File: src/sv/triangle_row_span_top_assert.svh
// ----------------------------------------------------------------------------
// Triangle row span assertion macros
// Concurrent check wrappers used at the end of the top level.
// ----------------------------------------------------------------------------
`ifndef TRIANGLE_ROW_SPAN_TOP_ASSERT_SVH
`define TRIANGLE_ROW_SPAN_TOP_ASSERT_SVH

`ifndef NO_ASSERTIONS
`define TRS_ASSERT(lbl, expr) \
  lbl: assert property (@(posedge clk) disable iff (rst) (expr)) \
    else $error("triangle_row_span check failed");
`define TRS_ASSERT_IMPLY(lbl, ante, cons) \
  lbl: assert property (@(posedge clk) disable iff (rst) (ante) |-> (cons)) \
    else $error("triangle_row_span check failed");
`else
`define TRS_ASSERT(lbl, expr)
`define TRS_ASSERT_IMPLY(lbl, ante, cons)
`endif

`endif

File: src/sv/trs_pkg.sv
// ----------------------------------------------------------------------------
// Triangle row span package
// Word types and pipeline constants shared by the lanes, merge and top.
// ----------------------------------------------------------------------------
`timescale 1ns / 1ps
`default_nettype none

package trs_pkg;

  localparam int COORD_BITS = 12;
  localparam int NUM_LANES  = 3;
  // setup, multiply, one stage per quotient bit, floor fix
  localparam int LANE_LAT   = COORD_BITS + 3;

  typedef logic signed [COORD_BITS-1:0] coord_t;

  typedef struct packed {
    coord_t vertex0_x;
    coord_t vertex0_y;
    coord_t vertex1_x;
    coord_t vertex1_y;
    coord_t vertex2_x;
    coord_t vertex2_y;
    coord_t row_y;
  } in_word_t;

  typedef struct packed {
    coord_t span_left;
    coord_t span_right;
    logic   span_valid;
  } out_word_t;

  typedef struct packed {
    logic   hit;
    coord_t x;
  } lane_res_t;

endpackage

`default_nettype wire

File: src/sv/trs_lane.sv
// ----------------------------------------------------------------------------
// Triangle row span edge lane
// Crossing of one edge with the row: setup, multiply, restoring divide one
// quotient bit per stage, then floor correction.
// ----------------------------------------------------------------------------
`timescale 1ns / 1ps
`default_nettype none

module trs_lane (
  input  wire                clk,
  input  trs_pkg::coord_t    ax,
  input  trs_pkg::coord_t    ay,
  input  trs_pkg::coord_t    bx,
  input  trs_pkg::coord_t    by,
  input  trs_pkg::coord_t    row,
  output trs_pkg::lane_res_t res
);
  import trs_pkg::*;

  localparam int C = COORD_BITS;

  // setup
  logic signed [C:0]   lx_w, ly_w, hx_w, hy_w, r_w, dy_w, den_w, dx_w;
  logic                hit_w;
  coord_t              s1_lx;
  logic [C-1:0]        s1_dy, s1_den;
  logic signed [C:0]   s1_dx;
  logic                s1_hit;

  always_comb begin
    if (ay < by) begin
      lx_w = {ax[C-1], ax}; ly_w = {ay[C-1], ay}; hx_w = {bx[C-1], bx}; hy_w = {by[C-1], by};
    end else begin
      lx_w = {bx[C-1], bx}; ly_w = {by[C-1], by}; hx_w = {ax[C-1], ax}; hy_w = {ay[C-1], ay};
    end
    r_w   = {row[C-1], row};
    dy_w  = r_w - ly_w;
    den_w = hy_w - ly_w;
    dx_w  = hx_w - lx_w;
    hit_w = (ay != by) && (r_w >= ly_w) && (r_w <= hy_w);
  end

  always_ff @(posedge clk) begin
    s1_lx  <= lx_w[C-1:0];
    s1_dy  <= dy_w[C-1:0];
    s1_den <= den_w[C-1:0];
    s1_dx  <= dx_w;
    s1_hit <= hit_w;
  end

  // multiply
  logic [C-1:0] mag_w;
  assign mag_w = s1_dx[C] ? C'(-s1_dx) : s1_dx[C-1:0];

  logic [C-1:0] rem  [0:C];
  logic [C-1:0] nlo  [0:C];
  logic [C-1:0] quo  [0:C];
  logic [C-1:0] den  [0:C];
  coord_t       lx   [0:C];
  logic         neg  [0:C];
  logic         hit  [0:C];

  logic [2*C-1:0] prod_w;
  assign prod_w = s1_dy * mag_w;

  always_ff @(posedge clk) begin
    rem[0] <= prod_w[2*C-1:C];
    nlo[0] <= prod_w[C-1:0];
    quo[0] <= '0;
    den[0] <= s1_den;
    lx[0]  <= s1_lx;
    neg[0] <= s1_dx[C];
    hit[0] <= s1_hit;
  end

  // divide
  for (genvar k = 0; k < C; k++) begin : g_div
    logic [C:0] t_w, d_w;
    logic       ge_w;
    assign t_w  = {rem[k], nlo[k][C-1]};
    assign d_w  = t_w - {1'b0, den[k]};
    assign ge_w = t_w >= {1'b0, den[k]};
    always_ff @(posedge clk) begin
      rem[k+1] <= ge_w ? d_w[C-1:0] : t_w[C-1:0];
      nlo[k+1] <= {nlo[k][C-2:0], 1'b0};
      quo[k+1] <= {quo[k][C-2:0], ge_w};
      den[k+1] <= den[k];
      lx[k+1]  <= lx[k];
      neg[k+1] <= neg[k];
      hit[k+1] <= hit[k];
    end
  end

  // floor fix
  logic [C:0] qf_w, x_w;
  always_comb begin
    if (neg[C]) begin
      qf_w = {1'b0, quo[C]} + {{C{1'b0}}, (rem[C] != '0)};
      x_w  = {lx[C][C-1], lx[C]} - qf_w;
    end else begin
      qf_w = {1'b0, quo[C]};
      x_w  = {lx[C][C-1], lx[C]} + qf_w;
    end
  end

  always_ff @(posedge clk) begin
    res.hit <= hit[C];
    res.x   <= x_w[C-1:0];
  end

endmodule

`default_nettype wire

File: src/sv/trs_merge.sv
// ----------------------------------------------------------------------------
// Triangle row span merge
// Combine the lane crossings into the least and greatest x, register the word.
// ----------------------------------------------------------------------------
`timescale 1ns / 1ps
`default_nettype none

module trs_merge (
  input  wire                clk,
  input  wire                rst,
  input  wire                vld,
  input  wire                in_rng,
  input  trs_pkg::lane_res_t lane [trs_pkg::NUM_LANES],
  output logic               done,
  output trs_pkg::out_word_t result
);
  import trs_pkg::*;

  coord_t    left_w, right_w;
  logic      any_w;
  out_word_t word_w;

  always_comb begin
    left_w  = '0;
    right_w = '0;
    any_w   = 1'b0;
    for (int i = 0; i < NUM_LANES; i++) begin
      if (lane[i].hit) begin
        if (!any_w || lane[i].x < left_w) left_w = lane[i].x;
        if (!any_w || lane[i].x > right_w) right_w = lane[i].x;
        any_w = 1'b1;
      end
    end
    if (in_rng && any_w) begin
      word_w.span_left  = left_w;
      word_w.span_right = right_w;
      word_w.span_valid = 1'b1;
    end else begin
      word_w = '0;
    end
  end

  always_ff @(posedge clk) begin
    if (rst) begin
      done <= 1'b0;
    end else begin
      done <= vld;
    end
    result <= word_w;
  end

endmodule

`default_nettype wire

File: src/sv/triangle_row_span_top.sv
// ----------------------------------------------------------------------------
// Triangle row span top
// Horizontal span that a triangle covers on one scanline row.
// ----------------------------------------------------------------------------
// One word is taken every cycle: busy stays low, and start with a word at any
// edge enters the pipeline. Three edge lanes run in parallel, each with a
// pipelined restoring divider of one quotient bit per stage, so a result
// appears with done exactly COORD_BITS + 4 cycles after its word was taken
// and must be captured in that cycle; results leave in input order.
`timescale 1ns / 1ps
`default_nettype none

`include "triangle_row_span_top_assert.svh"

module triangle_row_span_top (
  input  wire                clk,
  input  wire                rst,
  input  wire                start,
  output logic               busy,
  input  trs_pkg::in_word_t  item,
  output logic               done,
  output trs_pkg::out_word_t result
);
  import trs_pkg::*;

  coord_t    lo_w, hi_w;
  logic      rng_w;
  lane_res_t lane [NUM_LANES];
  logic      vld  [0:LANE_LAT-1];
  logic      rng  [0:LANE_LAT-1];

  assign busy = 1'b0;

  always_comb begin
    lo_w = item.vertex0_y;
    hi_w = item.vertex0_y;
    if (item.vertex1_y < lo_w) lo_w = item.vertex1_y;
    if (item.vertex1_y > hi_w) hi_w = item.vertex1_y;
    if (item.vertex2_y < lo_w) lo_w = item.vertex2_y;
    if (item.vertex2_y > hi_w) hi_w = item.vertex2_y;
    rng_w = (item.row_y >= lo_w) && (item.row_y < hi_w);
  end

  always_ff @(posedge clk) begin
    if (rst) begin
      for (int i = 0; i < LANE_LAT; i++) vld[i] <= 1'b0;
    end else begin
      vld[0] <= start && !busy;
      for (int i = 1; i < LANE_LAT; i++) vld[i] <= vld[i-1];
    end
    rng[0] <= rng_w;
    for (int i = 1; i < LANE_LAT; i++) rng[i] <= rng[i-1];
  end

  trs_lane u_lane0 (
    .clk(clk), .ax(item.vertex0_x), .ay(item.vertex0_y),
    .bx(item.vertex1_x), .by(item.vertex1_y), .row(item.row_y), .res(lane[0])
  );
  trs_lane u_lane1 (
    .clk(clk), .ax(item.vertex1_x), .ay(item.vertex1_y),
    .bx(item.vertex2_x), .by(item.vertex2_y), .row(item.row_y), .res(lane[1])
  );
  trs_lane u_lane2 (
    .clk(clk), .ax(item.vertex2_x), .ay(item.vertex2_y),
    .bx(item.vertex0_x), .by(item.vertex0_y), .row(item.row_y), .res(lane[2])
  );

  trs_merge u_merge (
    .clk(clk), .rst(rst), .vld(vld[LANE_LAT-1]), .in_rng(rng[LANE_LAT-1]),
    .lane(lane), .done(done), .result(result)
  );

  `TRS_ASSERT(a_never_busy, !busy)
  `TRS_ASSERT_IMPLY(a_span_order, done && result.span_valid,
                    result.span_left <= result.span_right)
  `TRS_ASSERT_IMPLY(a_empty_zero, done && !result.span_valid,
                    result.span_left == '0 && result.span_right == '0)

endmodule

`default_nettype wire
File: config.mk
export PLATFORM = sky130hd
export DESIGN_NAME = triangle_row_span_top
export DESIGN_NICKNAME = d
export VERILOG_FILES = /design/src/sv/trs_pkg.sv /design/src/sv/trs_lane.sv /design/src/sv/trs_merge.sv /design/src/sv/triangle_row_span_top.sv
export VERILOG_INCLUDE_DIRS = /design/src /design/src/sv
export SDC_FILE = /design/constraint.sdc
export NUM_CORES = 2
export LEC_CHECK = 0
export ABC_CLOCK_PERIOD_IN_PS = 12300
export BUFFER_PORTS_ARGS = -buffer_cell sky130_fd_sc_hd__buf_2
export CAP_MARGIN = 20
export CORE_UTILIZATION = 45
export DETAILED_ROUTE_END_ITERATION = 6
export MAX_ROUTING_LAYER = met4
export PLACE_DENSITY_LB_ADDON = 0.2
export RECOVER_POWER = 25
export SLEW_MARGIN = 0
export SYNTH_ARGS = -nofsm -noshare
export SYNTH_HDL_FRONTEND = slang
export SYNTH_HIERARCHICAL = 1
export SYNTH_SLANG_ARGS = --single-unit
File: constraint.sdc
create_clock -name clk -period 12.3 [get_ports clk]
set_input_delay 0.615 -clock clk [delete_from_list [all_inputs] [get_ports clk]]
set_output_delay 0.615 -clock clk [all_outputs]
set_load 0.03 [all_outputs]
==> impl_metrics.yaml <==
die:
  initial_core_util_pct: 45.4
  die-width_um: 473
  die_area_um2: 224000
  io_pins: 114
  fp-row-count: 172
  core-area_um2: 220000
  fp.dieH_um: 473
job:
  maxCapViolCount: 0
critical_path:
  crit_fanout: 12
  worst_ep_required_time_ps: 13060
  critical_path.endpoint_type: "flip-flop"
  criticalPathCategory: "flip-flop to flip-flop"
  crit_arrival_ps: 8400
  startpoint_type: "flip-flop"
clock_network:
  cts_setup_buffers: 0
  numCtsBuffers: 214
  cts_tree: "done"
  cts-root-buf: "clkbuf_16"
  cts.sinks: 2159
  path_clk_slew_ps: 60
  cts_buffer_depth: 3
  clkLatencyLatePin_ps: 840
  htreeDepth: 4
  cts_hold_repair.buffers: 1
  cts_resized: 0
global_routing:
  grt_max_degree: 80
  grt_pass1_wl_um: 353000
  track_usage_pct: 20.0
  grt_antenna_before_repair: 41
  grt_pass1_vias: 68000
  gr-total-overflow: 0
sta:
  tightest_slew_ps: 1240
  rsz0062_at_grt: "no"
  timing_hold_violations_final: 0
  setup_viol: 0
  fin_ws_ps: 4660
  fmax_mhz: 131
  slew_viol_final: 0
  fin_crit_sh_pct: 62.1
  slew_headroom_pct: 17.1
  finClkSkew_ps: 38.3
  fin_crit_ps: 7640
  tns_ps: 0
route:
  drc_errors: 0
  firstDrtPassIters: 6
  viasPerCell: 5.05
  post_drt_wl_per_cell_um: 16.2
  ant_nets: 0
  num_vias: 68400
  wl_um: 219000
  drtIter0Drc: 3875
layout:
  drive_above_1_share_pct: 8.42
  multi_input_area_um2: 50400
  n_fill_cell: 19900
  stdcell_count: 13600
  register_area_um2: 43200
  synthToLayoutAreaGrowth_pct: 11.6
  nNetsFinal: 11700
synth:
  yosysWarnings: 6
  async_reset_ff_share_pct: 0
  ys.flop_type: "dfxtp_1"
  synth.distinct_cells: 114
  syn_avg_cell_area_um2: 9.77
  synth_edf_count: 0
  seq_area_frac_synth_pct: 43.3
  synth_nets: 11600
  synth_area_um2: 99900
  synth.ff_latch_count: 2159
  syn_inst: 10200
placement:
  gp_congestion: 0.933
  dp_hpwl_um: 171000
  port_buffers: 112
  dpl.cell_count: 13100
  place_ws_ps: 4820
status:
  outcome: "finished, final reports clean"
worst_hold_path:
  hold_class: "input port to flip-flop"
## placed cells by master (no fill, tap or decap), drive strengths merged, types with 128 or more instances in the layout
| cell type | n |
|---|---|
| nor2b | 167 |
| nor3 | 132 |
| buf | 171 |
| nand2 | 834 |
| nor2 | 529 |
| a21boi | 128 |
| nand4 | 176 |
| xnor2 | 334 |
| ha | 921 |
| mux2i | 131 |
| clkbuf | 278 |
| and2 | 178 |
| dfxtp | 2159 |
| o21ai | 501 |
| nand3 | 137 |
| inv | 1441 |
| a21oi | 437 |
| fa | 348 |
| mux2 | 196 |
## through the flow
stage	area (um2)	hold slack, ps	util, %
3_3_place_gp	104000	310	47.0
4_1_cts	111000	25.6	50.6
5_1_grt	112000	96.9	50.7
6_report	112000	115	50.7
2_1_floorplan	99900	310	-
3_5_place_dp	104000	312	47.1
## logic make-up (layout without fill, tap and decap cells)
family,after synthesis,after routing,share of synthesized area [%]
DFF,2159,2159,43.3
muxes,327,327,3.57
buffers and inverters,1664,2002,6.38
adders and majority gates,1314,1314,19.0
xor gates and xnor gates,445,445,3.90
AOI/OAI and AO/OA,1784,1784,11.6
and+or+nand+nor,2534,2534,12.3
other,1,28,0.00375
## worst max-delay path, cell delays in order (launching register included)
cell     delay [ps]
dfxtp_1         340
or4_1           560
or2_2           310
or3_1           330
o31a_1          250
xor2_1          760
nand2_1         180
fa_1            540
fa_1            540
inv_1            50
fa_1            450
fa_1            510
inv_1            50
fa_1            540
inv_1            40
ha_1            380
a21o_1          240
nor3_1          150
o21ai_0         160
and3_1          210
o21ai_0         310
a21oi_1         150
o21ai_0         240
a21oi_1         110
a31oi_1         160
## layout make-up
type / instances / share of cell area (%)
well taps: 2958 / 3.32
clock inverters: 125 / 1.53
clock buffers: 277 / 5.40
diodes: 27 / 0.0606
inverters: 1427 / 4.80
flip-flops and latches: 2159 / 38.8
multi-input cells: 6405 / 45.2
repair buffers: 173 / 0.924
## worst paths after layout
check	start	endpoint	slack, ps	depth (start not counted)
worst max-delay path	u_lane1/s1_dx[4]$_DFF_P_	u_lane1/rem[0][11]$_DFF_P_	4660	24
worst max register to register	u_lane1/s1_dx[4]$_DFF_P_	u_lane1/rem[0][11]$_DFF_P_	4660	24
worst min-delay path	item[72]	u_lane0/s1_lx[0]$_DFF_P_	110	3
worst min register to register	u_lane2/lx[1][25]$_DFF_P_	u_lane2/lx[1][37]$_DFF_P_	290	0
## routing by layer
metal	global-route usage (%)	wire, um
met1	25.4	101000
met2	31.9	99300
met3	3.49	11400
met4	7.07	7100
met5	-	0
## sequential cells by signal (all words and copies together) (netlist names), 15 cells and up
register        count
u_merge/result     25
u_lane0/rem       156
u_lane2/den       144
u_lane2/nlo        78
u_lane1/quo        78
u_lane0/nlo        78
u_lane2/lx        156
u_lane0/lx        156
u_lane1/lx        156
u_lane2/quo        78
rng                15
u_lane1/rem       156
u_lane1/nlo        78
u_lane1/den       144
u_lane0/quo        78
u_lane2/rem       156
u_lane0/den       144
vld                15
## synthesized netlist by cell type, types with 33 or more instances
cell type | count | area [um2]
ha_1 | 921 | 11500
mux2i_1 | 129 | 1290
o31ai_1 | 77 | 578
maj3_1 | 45 | 450
nor2b_1 | 167 | 1040
dfxtp_1 | 2159 | 43200
nand2_1 | 833 | 3130
a21boi_0 | 107 | 803
o21ai_1 | 47 | 235
nor4_1 | 44 | 275
o21bai_1 | 66 | 495
nor2_1 | 527 | 1980
or3_1 | 37 | 231
nand2b_1 | 117 | 732
o21ai_0 | 452 | 2260
fa_1 | 348 | 6970
a21o_1 | 70 | 526
clkbuf_1 | 180 | 676
nand3_1 | 137 | 686
xor2_1 | 111 | 972
buf_2 | 33 | 165
a211oi_1 | 78 | 586
and3_1 | 57 | 357
a21oi_1 | 427 | 2140
and2_1 | 178 | 1110
mux2_2 | 179 | 2020
xnor2_1 | 334 | 2930
nor3_1 | 131 | 656
inv_1 | 1426 | 5350
o21a_1 | 57 | 428
nand4_1 | 175 | 1090
a31oi_1 | 88 | 551
or2_2 | 44 | 275
Power is left out: the tool's default activity adds up to more than one toggle a clock period on the data nets, which glitch-free logic cannot reach.
